**src/rtl/core/bhsv_pkg.sv**
```systemverilog
package bhsv_pkg;

  // Default channel width of the blue, green and red samples
  localparam int CHANNEL_BITS_DEF = 8;

  // Quotient bits resolved by the divider chain, one per cell
  localparam int QUOT_BITS = 10;
  // Saturation numerator is delta scaled by 256
  localparam int SAT_SHIFT = 8;

  localparam int HUE_BITS = 13;
  localparam int SAT_BITS = 9;
  localparam int VAL_BITS = 8;

  // Hue in sixteenths of a degree: 60 degrees per sector
  localparam int HUE_SECTOR = 960;
  localparam int HUE_GREEN  = 1920;
  localparam int HUE_BLUE   = 3840;
  localparam int HUE_FULL   = 5760;
  localparam int SAT_ONE    = 256;

  localparam int OUT_BITS    = HUE_BITS + SAT_BITS + VAL_BITS;
  localparam int OUT_TDATA_W = ((OUT_BITS + 7) / 8) * 8;

  // Channel that holds the maximum, ties resolved red, green, blue
  typedef enum logic [1:0] {
    SECT_RED,
    SECT_GREEN,
    SECT_BLUE
  } sector_t;

  // Side information that travels beside the divider data
  typedef struct packed {
    logic                valid;
    sector_t             sector;
    logic                neg;     // hue difference was negative
    logic                grey;    // delta is zero
    logic [VAL_BITS-1:0] bright;
  } ctl_t;

endpackage

```
**src/rtl/core/bhsv_front.sv**
```systemverilog
module bhsv_front
  import bhsv_pkg::*;
#(
  parameter int CHANNEL_BITS = CHANNEL_BITS_DEF
) (
  input  logic                    clk,
  input  logic                    rst,
  input  logic                    en,
  input  logic                    in_valid,
  input  logic [CHANNEL_BITS-1:0] blue,
  input  logic [CHANNEL_BITS-1:0] green,
  input  logic [CHANNEL_BITS-1:0] red,
  input  logic [VAL_BITS-1:0]     brightness,
  output ctl_t                    ctl,
  output logic [CHANNEL_BITS-1:0] hrem,
  output logic [CHANNEL_BITS-1:0] hden,
  output logic [QUOT_BITS-1:0]    hsh,
  output logic [CHANNEL_BITS-1:0] srem,
  output logic [CHANNEL_BITS-1:0] sden,
  output logic [QUOT_BITS-1:0]    ssh
);

  localparam int NUM_W = CHANNEL_BITS + QUOT_BITS;

  logic [CHANNEL_BITS-1:0] mx, mn, delta, op_a, op_b, mag;
  logic                    neg;
  sector_t                 sector;
  logic [NUM_W-1:0]        hnum, snum;

  always_comb begin
    mx = red;
    if (green > mx) mx = green;
    if (blue > mx) mx = blue;
    mn = red;
    if (green < mn) mn = green;
    if (blue < mn) mn = blue;
    delta = mx - mn;

    if (mx == red) begin
      sector = SECT_RED;
      op_a   = green;
      op_b   = blue;
    end else if (mx == green) begin
      sector = SECT_GREEN;
      op_a   = blue;
      op_b   = red;
    end else begin
      sector = SECT_BLUE;
      op_a   = red;
      op_b   = green;
    end

    neg  = op_a < op_b;
    mag  = neg ? (op_b - op_a) : (op_a - op_b);
    hnum = NUM_W'(mag) * NUM_W'(HUE_SECTOR);
    snum = NUM_W'({delta, {SAT_SHIFT{1'b0}}});
  end

  always_ff @(posedge clk) begin
    if (rst) begin
      ctl <= '0;
    end else if (en) begin
      ctl.valid  <= in_valid;
      ctl.sector <= sector;
      ctl.neg    <= neg;
      ctl.grey   <= (delta == '0);
      ctl.bright <= brightness;
    end
  end

  // Top part of each numerator is already below its divisor
  always_ff @(posedge clk) begin
    if (en) begin
      hrem <= hnum[NUM_W-1:QUOT_BITS];
      hsh  <= hnum[QUOT_BITS-1:0];
      hden <= delta;
      srem <= snum[NUM_W-1:QUOT_BITS];
      ssh  <= snum[QUOT_BITS-1:0];
      sden <= mx;
    end
  end

endmodule

```
**src/rtl/core/bhsv_div_cell.sv**
```systemverilog
module bhsv_div_cell
  import bhsv_pkg::*;
#(
  parameter int CHANNEL_BITS = CHANNEL_BITS_DEF
) (
  input  logic                    clk,
  input  logic                    rst,
  input  logic                    en,
  input  ctl_t                    ctl_in,
  input  logic [CHANNEL_BITS-1:0] hrem_in,
  input  logic [CHANNEL_BITS-1:0] hden_in,
  input  logic [QUOT_BITS-1:0]    hsh_in,
  input  logic [CHANNEL_BITS-1:0] srem_in,
  input  logic [CHANNEL_BITS-1:0] sden_in,
  input  logic [QUOT_BITS-1:0]    ssh_in,
  output ctl_t                    ctl_out,
  output logic [CHANNEL_BITS-1:0] hrem_out,
  output logic [CHANNEL_BITS-1:0] hden_out,
  output logic [QUOT_BITS-1:0]    hsh_out,
  output logic [CHANNEL_BITS-1:0] srem_out,
  output logic [CHANNEL_BITS-1:0] sden_out,
  output logic [QUOT_BITS-1:0]    ssh_out
);

  // One restoring step: returns {quotient bit, new remainder}
  function automatic logic [CHANNEL_BITS:0] div_step(
    input logic [CHANNEL_BITS-1:0] rem,
    input logic                    bit_in,
    input logic [CHANNEL_BITS-1:0] den
  );
    logic [CHANNEL_BITS:0] trial;
    logic [CHANNEL_BITS:0] diff;
    trial = {rem, bit_in};
    diff  = trial - {1'b0, den};
    if (trial >= {1'b0, den}) begin
      return {1'b1, diff[CHANNEL_BITS-1:0]};
    end
    return {1'b0, trial[CHANNEL_BITS-1:0]};
  endfunction

  logic [CHANNEL_BITS:0] hstep, sstep;

  assign hstep = div_step(hrem_in, hsh_in[QUOT_BITS-1], hden_in);
  assign sstep = div_step(srem_in, ssh_in[QUOT_BITS-1], sden_in);

  always_ff @(posedge clk) begin
    if (rst) begin
      ctl_out <= '0;
    end else if (en) begin
      ctl_out <= ctl_in;
    end
  end

  // Shift numerator bits out at the top, quotient bits in at the bottom
  always_ff @(posedge clk) begin
    if (en) begin
      hrem_out <= hstep[CHANNEL_BITS-1:0];
      hden_out <= hden_in;
      hsh_out  <= {hsh_in[QUOT_BITS-2:0], hstep[CHANNEL_BITS]};
      srem_out <= sstep[CHANNEL_BITS-1:0];
      sden_out <= sden_in;
      ssh_out  <= {ssh_in[QUOT_BITS-2:0], sstep[CHANNEL_BITS]};
    end
  end

endmodule

```
**src/rtl/core/bhsv_out.sv**
```systemverilog
module bhsv_out
  import bhsv_pkg::*;
#(
  parameter int CHANNEL_BITS = CHANNEL_BITS_DEF
) (
  input  logic                    clk,
  input  logic                    rst,
  input  ctl_t                    ctl_in,
  input  logic [CHANNEL_BITS-1:0] hrem_in,
  input  logic [QUOT_BITS-1:0]    hq_in,
  input  logic [QUOT_BITS-1:0]    sq_in,
  output logic                    en,
  output logic                    m_tvalid,
  input  logic                    m_tready,
  output logic [OUT_TDATA_W-1:0]  m_tdata
);

  logic [HUE_BITS-1:0]    base, quot, hue;
  logic [SAT_BITS-1:0]    sat;
  logic [OUT_TDATA_W-1:0] res;
  logic [OUT_TDATA_W-1:0] skid;
  logic                   skid_valid;
  logic                   take_out;

  always_comb begin
    quot = HUE_BITS'(hq_in);
    unique case (ctl_in.sector)
      SECT_RED:   base = ctl_in.neg ? HUE_BITS'(HUE_FULL) : '0;
      SECT_GREEN: base = HUE_BITS'(HUE_GREEN);
      SECT_BLUE:  base = HUE_BITS'(HUE_BLUE);
      default:    base = '0;
    endcase

    // Floor of a negative quotient steps down once more on a remainder
    if (ctl_in.grey) begin
      hue = '0;
    end else if (ctl_in.neg) begin
      hue = base - quot - HUE_BITS'(hrem_in != '0);
    end else begin
      hue = base + quot;
    end

    sat = ctl_in.grey ? '0 : SAT_BITS'(sq_in);
    res = OUT_TDATA_W'({ctl_in.bright, sat, hue});
  end

  assign en       = !skid_valid;
  assign take_out = !m_tvalid || m_tready;

  always_ff @(posedge clk) begin
    if (rst) begin
      m_tvalid   <= 1'b0;
      skid_valid <= 1'b0;
    end else if (skid_valid) begin
      if (m_tready) begin
        skid_valid <= 1'b0;
      end
    end else if (take_out) begin
      m_tvalid <= ctl_in.valid;
    end else if (ctl_in.valid) begin
      skid_valid <= 1'b1;
    end
  end

  always_ff @(posedge clk) begin
    if (skid_valid) begin
      if (m_tready) begin
        m_tdata <= skid;
      end
    end else if (take_out) begin
      m_tdata <= res;
    end else begin
      skid <= res;
    end
  end

  a_skid_behind_out: assert property (@(posedge clk) disable iff (rst)
    skid_valid |-> m_tvalid)
    else $error("skid word held without an output word");

  a_hue_range: assert property (@(posedge clk) disable iff (rst)
    m_tvalid |-> m_tdata[HUE_BITS-1:0] < HUE_BITS'(HUE_FULL))
    else $error("hue out of range");

  a_sat_range: assert property (@(posedge clk) disable iff (rst)
    m_tvalid |-> m_tdata[HUE_BITS+SAT_BITS-1:HUE_BITS] <= SAT_BITS'(SAT_ONE))
    else $error("saturation out of range");

  a_grey_hue: assert property (@(posedge clk) disable iff (rst)
    (m_tvalid && m_tdata[HUE_BITS+SAT_BITS-1:HUE_BITS] == '0)
      |-> m_tdata[HUE_BITS-1:0] == '0)
    else $error("grey word carries a hue");

endmodule

```
**src/rtl/core/bgr_to_hsv_pixel.sv**
```systemverilog
// An input word is loaded into the front stage at the accepting edge, then
// passes through 10 divider cells and 1 output register to m_tvalid.
// Throughput: one pixel per cycle while the skid stage is empty; each of the
// 10 chained cells resolves one quotient bit of hue and saturation and hands
// its word on whenever the chain is enabled.
// Reset (rst, synchronous, active high) clears all valid flags; no pixel state.
module bgr_to_hsv_pixel
  import bhsv_pkg::*;
#(
  parameter int CHANNEL_BITS = CHANNEL_BITS_DEF
) (
  input  logic                   clk,
  input  logic                   rst,
  input  logic                   s_tvalid,
  output logic                   s_tready,
  // tdata from bit 0: blue, green, red, brightness, zero fill to bytes
  input  logic [((3*CHANNEL_BITS+VAL_BITS+7)/8)*8-1:0] s_tdata,
  output logic                   m_tvalid,
  input  logic                   m_tready,
  // tdata from bit 0: hue [12:0], saturation [21:13], value [29:22], zero fill
  output logic [OUT_TDATA_W-1:0] m_tdata
);

  localparam int CB = CHANNEL_BITS;

  logic en;

  // Stage arrays: index 0 is the front register, index i+1 is cell i
  ctl_t          ctl_s  [QUOT_BITS+1];
  logic [CB-1:0] hrem_s [QUOT_BITS+1];
  logic [CB-1:0] hden_s [QUOT_BITS+1];
  logic [QUOT_BITS-1:0] hsh_s [QUOT_BITS+1];
  logic [CB-1:0] srem_s [QUOT_BITS+1];
  logic [CB-1:0] sden_s [QUOT_BITS+1];
  logic [QUOT_BITS-1:0] ssh_s [QUOT_BITS+1];

  // Accept whenever the skid stage is empty; the whole chain advances together
  assign s_tready = en;

  // Max, min, delta, sector and both scaled numerators
  bhsv_front #(
    .CHANNEL_BITS(CHANNEL_BITS)
  ) u_front (
    .clk       (clk),
    .rst       (rst),
    .en        (en),
    .in_valid  (s_tvalid),
    .blue      (s_tdata[CB-1:0]),
    .green     (s_tdata[2*CB-1:CB]),
    .red       (s_tdata[3*CB-1:2*CB]),
    .brightness(s_tdata[3*CB+VAL_BITS-1:3*CB]),
    .ctl       (ctl_s[0]),
    .hrem      (hrem_s[0]),
    .hden      (hden_s[0]),
    .hsh       (hsh_s[0]),
    .srem      (srem_s[0]),
    .sden      (sden_s[0]),
    .ssh       (ssh_s[0])
  );

  // Divider chain: hue and saturation quotients, one bit per cell, MSB first
  for (genvar i = 0; i < QUOT_BITS; i++) begin : g_cell
    bhsv_div_cell #(
      .CHANNEL_BITS(CHANNEL_BITS)
    ) u_cell (
      .clk     (clk),
      .rst     (rst),
      .en      (en),
      .ctl_in  (ctl_s[i]),
      .hrem_in (hrem_s[i]),
      .hden_in (hden_s[i]),
      .hsh_in  (hsh_s[i]),
      .srem_in (srem_s[i]),
      .sden_in (sden_s[i]),
      .ssh_in  (ssh_s[i]),
      .ctl_out (ctl_s[i+1]),
      .hrem_out(hrem_s[i+1]),
      .hden_out(hden_s[i+1]),
      .hsh_out (hsh_s[i+1]),
      .srem_out(srem_s[i+1]),
      .sden_out(sden_s[i+1]),
      .ssh_out (ssh_s[i+1])
    );
  end

  // Sector offset, floor correction, output register and skid word
  bhsv_out #(
    .CHANNEL_BITS(CHANNEL_BITS)
  ) u_out (
    .clk     (clk),
    .rst     (rst),
    .ctl_in  (ctl_s[QUOT_BITS]),
    .hrem_in (hrem_s[QUOT_BITS]),
    .hq_in   (hsh_s[QUOT_BITS]),
    .sq_in   (ssh_s[QUOT_BITS]),
    .en      (en),
    .m_tvalid(m_tvalid),
    .m_tready(m_tready),
    .m_tdata (m_tdata)
  );

endmodule
```
**config.mk**
```make
export PLATFORM = sky130hd
export DESIGN_NAME = bgr_to_hsv_pixel
export DESIGN_NICKNAME = d
export VERILOG_FILES = /design/src/rtl/core/bhsv_pkg.sv /design/src/rtl/core/bhsv_front.sv /design/src/rtl/core/bhsv_div_cell.sv /design/src/rtl/core/bhsv_out.sv /design/src/rtl/core/bgr_to_hsv_pixel.sv
export SDC_FILE = /design/constraint.sdc
export NUM_CORES = 1
export LEC_CHECK = 0
export ABC_AREA = 1
export BUFFER_PORTS_ARGS = -buffer_cell sky130_fd_sc_hd__buf_2
export CAP_MARGIN = 20
export CORE_ASPECT_RATIO = 1.25
export CORE_MARGIN = 3
export CORE_UTILIZATION = 40
export CTS_BUF_LIST = sky130_fd_sc_hd__clkbuf_4 sky130_fd_sc_hd__clkbuf_8
export DETAILED_ROUTE_END_ITERATION = 10
export PLACE_DENSITY = 0.56
export SYNTH_ARGS = -nofsm -noshare
export SYNTH_HDL_FRONTEND = slang
export SYNTH_SLANG_ARGS = --single-unit
export TNS_END_PERCENT = 10
```
**constraint.sdc**
```tcl
create_clock -name clk -period 14.75 [get_ports clk]
set_clock_uncertainty 0.15 [all_clocks]
set_input_delay 2.2125 -clock clk [delete_from_list [all_inputs] [get_ports clk]]
set_output_delay 2.2125 -clock clk [all_outputs]
set_load 0.05 [all_outputs]
```
# Yosys cells after proc, flatten, opt, wreduce, memory -nomap -nowiden

Index checks and enable logic that the tools add are counted.

Bits in latches: 0
Bits in read-only memories: 0
Output and inout port bits: 34
Input port bits: 36
Memories kept: 0
Memory bits (writable): 0
Logic and storage cells: 305
Flip-flop bits (word level): 646

Shift operators: 0
Div/mod/pow operators: 0
Multiplexer cells: 82
Add/sub/neg operators: 26
Multiply operators: 1
Bitwise operators: 2
Equality and inequality tests: 5
Order comparisons: 25
Reduce and logical (&&, ||, !) cells: 10

Operator list:

| cell                                                                | number |
|---|---|
| 8-bit 2-to-1 mux                                                    | 27 |
| 9-bit 2-to-1 mux                                                    | 21 |
| 8-bit subtractor                                                    | 22 |
| 9-bit by 8-bit greater-or-equal comparator with 1-bit output        | 19 |
| 32-bit 2-to-1 mux                                                   | 3 |
| 13-bit 2-to-1 mux                                                   | 3 |
| 13-bit one-hot mux with 3 select lines                              | 1 |
| 8-bit < comparator                                                  | 3 |
| 1-bit 2-to-1 mux                                                    | 24 |
| 8-bit == test                                                       | 2 |
| 8-bit greater-than comparator                                       | 2 |
| 13-bit by 10-bit adder with 13-bit output                           | 1 |
| 13-bit by 1-bit subtractor with 13-bit output                       | 1 |
| 13-bit by 10-bit subtractor with 13-bit output                      | 1 |
| 8-bit by 4-bit multiplier with 12-bit output, second input constant | 1 |
| 7-bit by 8-bit greater-or-equal comparator with 1-bit output        | 1 |
| 8-bit zero test                                                     | 1 |
| 8-bit nonzero test                                                  | 1 |
| 7-bit by 8-bit subtractor with 8-bit output                         | 1 |
| 7-bit 2-to-1 mux                                                    | 1 |
| 2-bit AND reduction                                                 | 3 |
| 2-bit 2-to-1 mux                                                    | 2 |
| 2-bit by 1-bit == test with 1-bit output, second input constant     | 1 |
| 2-bit == test, second input constant                                | 1 |
| 6 further kinds                                                     | 8 |

# Longest topological paths before layout

Depth after elaboration: 10
Gate-level depth with buffers: 59
Mapped depth without buffers: 58

# Cells and area by module

Synthesis repeated with hierarchy kept, for this count alone.

Cell total of the unflattened synthesis: 4,260
Area, all modules: 40,543.9 um2

Modules (own cells, without submodules):

| module                               | times used | cells an instance | sequential area each (um2) | area an instance (um2) |
|---|---|---|---|---|
| bhsv_div_cell (g_cell[0].u_cell ...) | 6          | 325               | 1,821.7                    | 3,224.3 |
| bhsv_div_cell (g_cell[3].u_cell ...) | 4          | 323               | 1,821.7                    | 3,205.6 |
| bhsv_front                           | 1          | 652               | 1,101.1                    | 4,936.0 |
| bhsv_out                             | 1          | 366               | 1,841.8                    | 3,439.5 |

# Least setup slack after synthesis

Ideal clock, no wire load.

Kind: register to output
Start point: register u_out.skid_valid
End point: output port s_tready
Setup slack: -0.630 ns
Required time: 12.387 ns
Buffers on the path: 3
Arrival time: 13.017 ns
Stages on the path, launching flop included: 5
Cell sequence: dfxtp_1 > clkbuf_1 > inv_2 > clkbuf_1 > clkbuf_1

Longest elaborated chain between the ends: 1

RTL lines:

| element                  | line                   | text |
|---|---|---|
| start: declaration       | bhsv_out.sv:22         | `logic skid_valid;` |
| start signal: assignment | bhsv_out.sv:53         | `skid_valid <= 1'b0;` |
| start signal: assignment | bhsv_out.sv:56         | `skid_valid <= 1'b0;` |
| start signal: assignment | bhsv_out.sv:61         | `skid_valid <= 1'b1;` |
| 1-bit zero test          | bhsv_out.sv:47         | `assign en = !skid_valid;` |
| end: declaration         | bgr_to_hsv_pixel.sv:15 | `output logic s_tready,` |

No other way between the ends.

# Worst setup path in the final report

Start point: input port s_tdata[17]
End point: register u_front.hrem[7], data pin

Longest elaborated chain between the ends: 10
Elaborated cells between the ends (all ways): 15
Classes of those cells: add/sub: 2; mul: 1; order compare: 3; eq/ne: 2; mux: 7

RTL lines:

| element                                                       | line                               | text |
|---|---|---|
| start: declaration                                            | bgr_to_hsv_pixel.sv:17             | `input logic [((3*CHANNEL_BITS+VAL_BITS+7)/8)*8-1:0] s_tdata,` |
| 8-bit greater-than comparator                                 | bhsv_front.sv:32                   | `if (green > mx) mx = green;` |
| 8-bit 2-to-1 mux *                                            | bhsv_front.sv:32                   |  |
| 8-bit greater-than comparator                                 | bhsv_front.sv:33                   | `if (blue > mx) mx = blue;` |
| 8-bit 2-to-1 mux *                                            | bhsv_front.sv:33                   |  |
| via u_front.mx[7]                                             | bhsv_front.sv:25                   | `logic [CHANNEL_BITS-1:0] mx, mn, delta, op_a, op_b, mag;` |
| 8-bit == test                                                 | bhsv_front.sv:43                   | `end else if (mx == green) begin` |
| 8-bit 2-to-1 mux                                              | bhsv_front.sv:43                   |  |
| 8-bit 2-to-1 mux                                              | bhsv_front.sv:39                   | `if (mx == red) begin` |
| 8-bit subtractor / 8-bit < comparator (equally long branches) | bhsv_front.sv:54, bhsv_front.sv:53 |  |
| 8-bit 2-to-1 mux *                                            | bhsv_front.sv:54                   | `mag = neg ? (op_b - op_a) : (op_a - op_b);` |
| 8-bit by 4-bit multiplier with 12-bit output *                | bhsv_front.sv:55                   | `hnum = NUM_W'(mag) * NUM_W'(HUE_SECTOR);` |
| via u_front.hnum[17]                                          | bhsv_front.sv:28                   | `logic [NUM_W-1:0] hnum, snum;` |
| end signal: assignment                                        | bhsv_front.sv:74                   | `hrem <= hnum[NUM_W-1:QUOT_BITS];` |
| end: declaration                                              | bhsv_front.sv:15                   | `output logic [CHANNEL_BITS-1:0] hrem,` |

Mark *: on every way through the listed nets, which the timed path passes. The rest lies on a longest branch.
A chain may end at the register's enable or synchronous reset.

==> flow_summary.yaml <==
setup_path:
  rr_startpoint: "g_cell[9].u_cell.ctl_out[9]"
  cp_max_fo: 35
  critPathTopFamily: "simple AND/OR/NAND/NOR gates"
  reg2reg_depth: 16
  crit_path_frequent_cell: "nand2_1"
  cpPeakStageDelay_ns: 0.54
  startpoint_type: "input pin"
  path_class: "input pin to flip-flop"
  cp_slowest_cell: "fa_1"
  end_kind: "flip-flop"
  worstPathRequired_ns: 15.03
  rrSetupSlack_ns: 11.36
  critical_path_arrival_ns: 11.23
  path_buf_inv: 9
  r2r_end: "u_out.m_tdata[10]"
worst_hold_path:
  hp-start: "g_cell[7].u_cell.ssh_out[2]"
  hold_path_class: "flip-flop to flip-flop"
  holdPathStages: 0
  whs_endpoint: "g_cell[8].u_cell.ssh_out[3]"
synth:
  syn_inst: 3220
  synth_top_cell_by_area: "edfxtp_1"
  synth_cell_types: 58
  async_reset_ff_share_pct: 0
  synth_area_leaders: "edfxtp_1, ha_1, dfxtp_1"
  synth_edf_count: 490
  synth-compound-area-share_pct: 9.51
  yosys.area_share.simple_pct: 14.8
  syn_avg_cell_area_um2: 10.0
  yosysWarnings: 0
  synth_sequential_area_ratio_pct: 54.5
  synth_xor_area_share_pct: 3.52
  yosys.area_share.adder_pct: 11.5
  synthMuxAreaShare_pct: 0
  syn_area_mm2: 0.0323
  synth_top_family_by_area: "simple AND/OR/NAND/NOR gates"
  dominantRegCellSynth: "edfxtp_1"
  ys_seq_elements: 635
  synth_top_area_share_pct: 45.5
drt:
  ant_nets: 0
  drt_iter0_drc: 968
  drtPass1Iterations: 5
  vias: 20900
  drc: 0
  vias_per_cell: 4.70
  wl_per_cell_um: 13.4
  drt_wl_total_mm: 59.6
finish:
  area_delta_synth_final_pct: 10.6
  drive_gt1_share_pct: 10.4
  finalNetCount: 3625
  fill_cells: 7682
  final_cell_mix: "edfxtp_1, nand2_1, nor2_1"
  final_area_mm2: 0.0357
  final_common_cell: "edfxtp_1"
  layout.cells.non_filler: 4444
cts:
  postCtsSetupBuffers: 0
  cts_resized: 0
  cts_root_buffer: "clkbuf_8"
  clk_pin_slew_ns: 0.06
  cts_sinks: 635
  numCtsBuffers: 100
  htree_levels: 3
  ctsHoldBuffers: 0
  cts_tree: "yes"
  cts_buffer_depth: 3
  worstSkewPairLatency_ns: 0.70
global_route:
  grtUsageTotal_pct: 14.5
  grt_max_degree: 190
  grt_pass1_vias: 20800
  antenna_found_initial: 1
  gr-usage-met3_pct: 2.26
  met2_usage_pct: 28.4
  gr-max-usage-layer: "met2"
  grtUsageMet1_pct: 15.5
  grt_pass1_wl_mm: 100
  overflow: 0
sta:
  setup_viol: 0
  tightest_slew_ns: 0.998
  tns_ns: 0
  fin_crit_ns: 10.94
  drv_slew: 0
  fmaxAchievable_mhz: 91.4
  holdWs_ns: 0.256
  hold_viol: 0
  setup_ws_ns: 3.81
  relSlewSlack_pct: 33.5
  rsz0062_at_grt: "false"
  finalCritPeriodShare_pct: 74.2
placed_design:
  dp.final_hpwl_mm: 42.2
  dp_cells: 4261
  place_area_mm2: 0.0337
  pre_cts_slack_ns: 3.09
  port_buffers: 67
  gp_congestion: 0.854
job:
  drv_cap: 0
power:
  powerDensity_mw_per_mm2: 225
  irDropWorstVdd_v: 0.0000757
  p_leak_nw: 16.4
floorplanning:
  die-width_um: 260
  die_h_um: 324
  start_util_pct: 40.7
  row_count: 115
  core_mm2: 0.0794
  ios: 70
  die_area_mm2: 0.0842
outcome:
  status: "completed"
-- registers in the layout (all words and copies together), names as in the netlist, 13 cells and up --
signal	count
u_front.ctl	13
g_cell.u_cell.sden_out	72
g_cell.u_cell.hsh_out	61
g_cell.u_cell.ssh_out	45
g_cell.u_cell.ctl_out	130
u_out.m_tdata	30
g_cell.u_cell.hden_out	72
g_cell.u_cell.hrem_out	80
u_out.skid	30
g_cell.u_cell.srem_out	72
-- layer usage --
metal,share of wire [%],vias to the layer above
met5,0,-
met4,2.8,0
met3,3.1,101
met2,54,261
met1,40,9520
li1,-,11000
-- Yosys cell counts (3+ instances only) --
library cell	n
nand3_2	26
or3_1	3
nor2_2	14
a211oi_1	11
a21o_1	8
a21oi_1	174
nand3_1	96
nand2_1	471
a31oi_1	3
nor2_1	403
nor3_1	26
nand4_1	16
nor4_1	4
fa_1	34
buf_6	6
o211ai_1	3
o21ai_0	330
buf_4	3
nand3_4	3
edfxtp_1	490
clkinv_1	4
o21a_1	6
or2_2	7
xnor2_1	32
ha_1	243
o21bai_1	19
xor2_1	98
nand2_2	17
inv_1	396
buf_2	6
clkbuf_1	72
inv_2	11
dfxtp_1	145
o21ai_2	3
nand2_4	10
-- how the worst max path moves through the flow --
| stage | depth (start not counted) | slack (ns) | startpoint | end |
|---|---|---|---|---|
| floorplan | 52 | 5.15 | s_tdata[22] | u_front.hrem[7] |
| global placement | 57 | 3.18 | s_tdata[17] | u_front.hrem[7] |
| detailed placement | 57 | 3.09 | s_tdata[17] | u_front.hrem[7] |
| CTS | 57 | 3.86 | s_tdata[17] | u_front.hrem[7] |
| global route | 57 | 2.81 | s_tdata[19] | u_front.hrem[7] |
| finish | 57 | 3.81 | s_tdata[17] | u_front.hrem[7] |
-- per-stage QoR --
step,power (mW),utilization (%)
final,8.03,45.0
after global routing,8.83,45.0
after CTS,8.16,44.9
after detailed placement,6.61,42.4
after global placement,6.55,42.4
after floorplan,5.83,-
-- worst reg2reg max path, delay by kind of cell (launching register included) --
kind	cells	cell delay [ns]
flops	1	0.56
compound gates	7	0.98
fa+ha+maj	2	0.64
simple gates	6	0.76
buf+inv	1	0.06
-- final cells by class --
class / count / area (µm²) / share of cell area, %
sequential: 635 / 17600 / 49.3
multi-input combinational: 2084 / 12700 / 35.6
clock buffer: 149 / 1830 / 5.13
inverter: 412 / 1560 / 4.36
tap: 1053 / 1320 / 3.69
timing repair buffer: 79 / 450 / 1.26
clock inverter: 31 / 213 / 0.595
antenna: 1 / 2.50 / 0.00700
-- power by group --
group,total [mW],switching (mW),internal [mW]
combinational,3.39,2.05,1.34
sequential,3.14,0.283,2.86
clock,1.50,0.680,0.818
-- cell families after synthesis --
logic type / after synthesis
simple gates: 1102
flops: 635
compound gates: 573
buf+inv: 502
fa+ha+maj: 277
xor+xnor: 130
other cells: 1
Power figures use the tool's default switching activity.
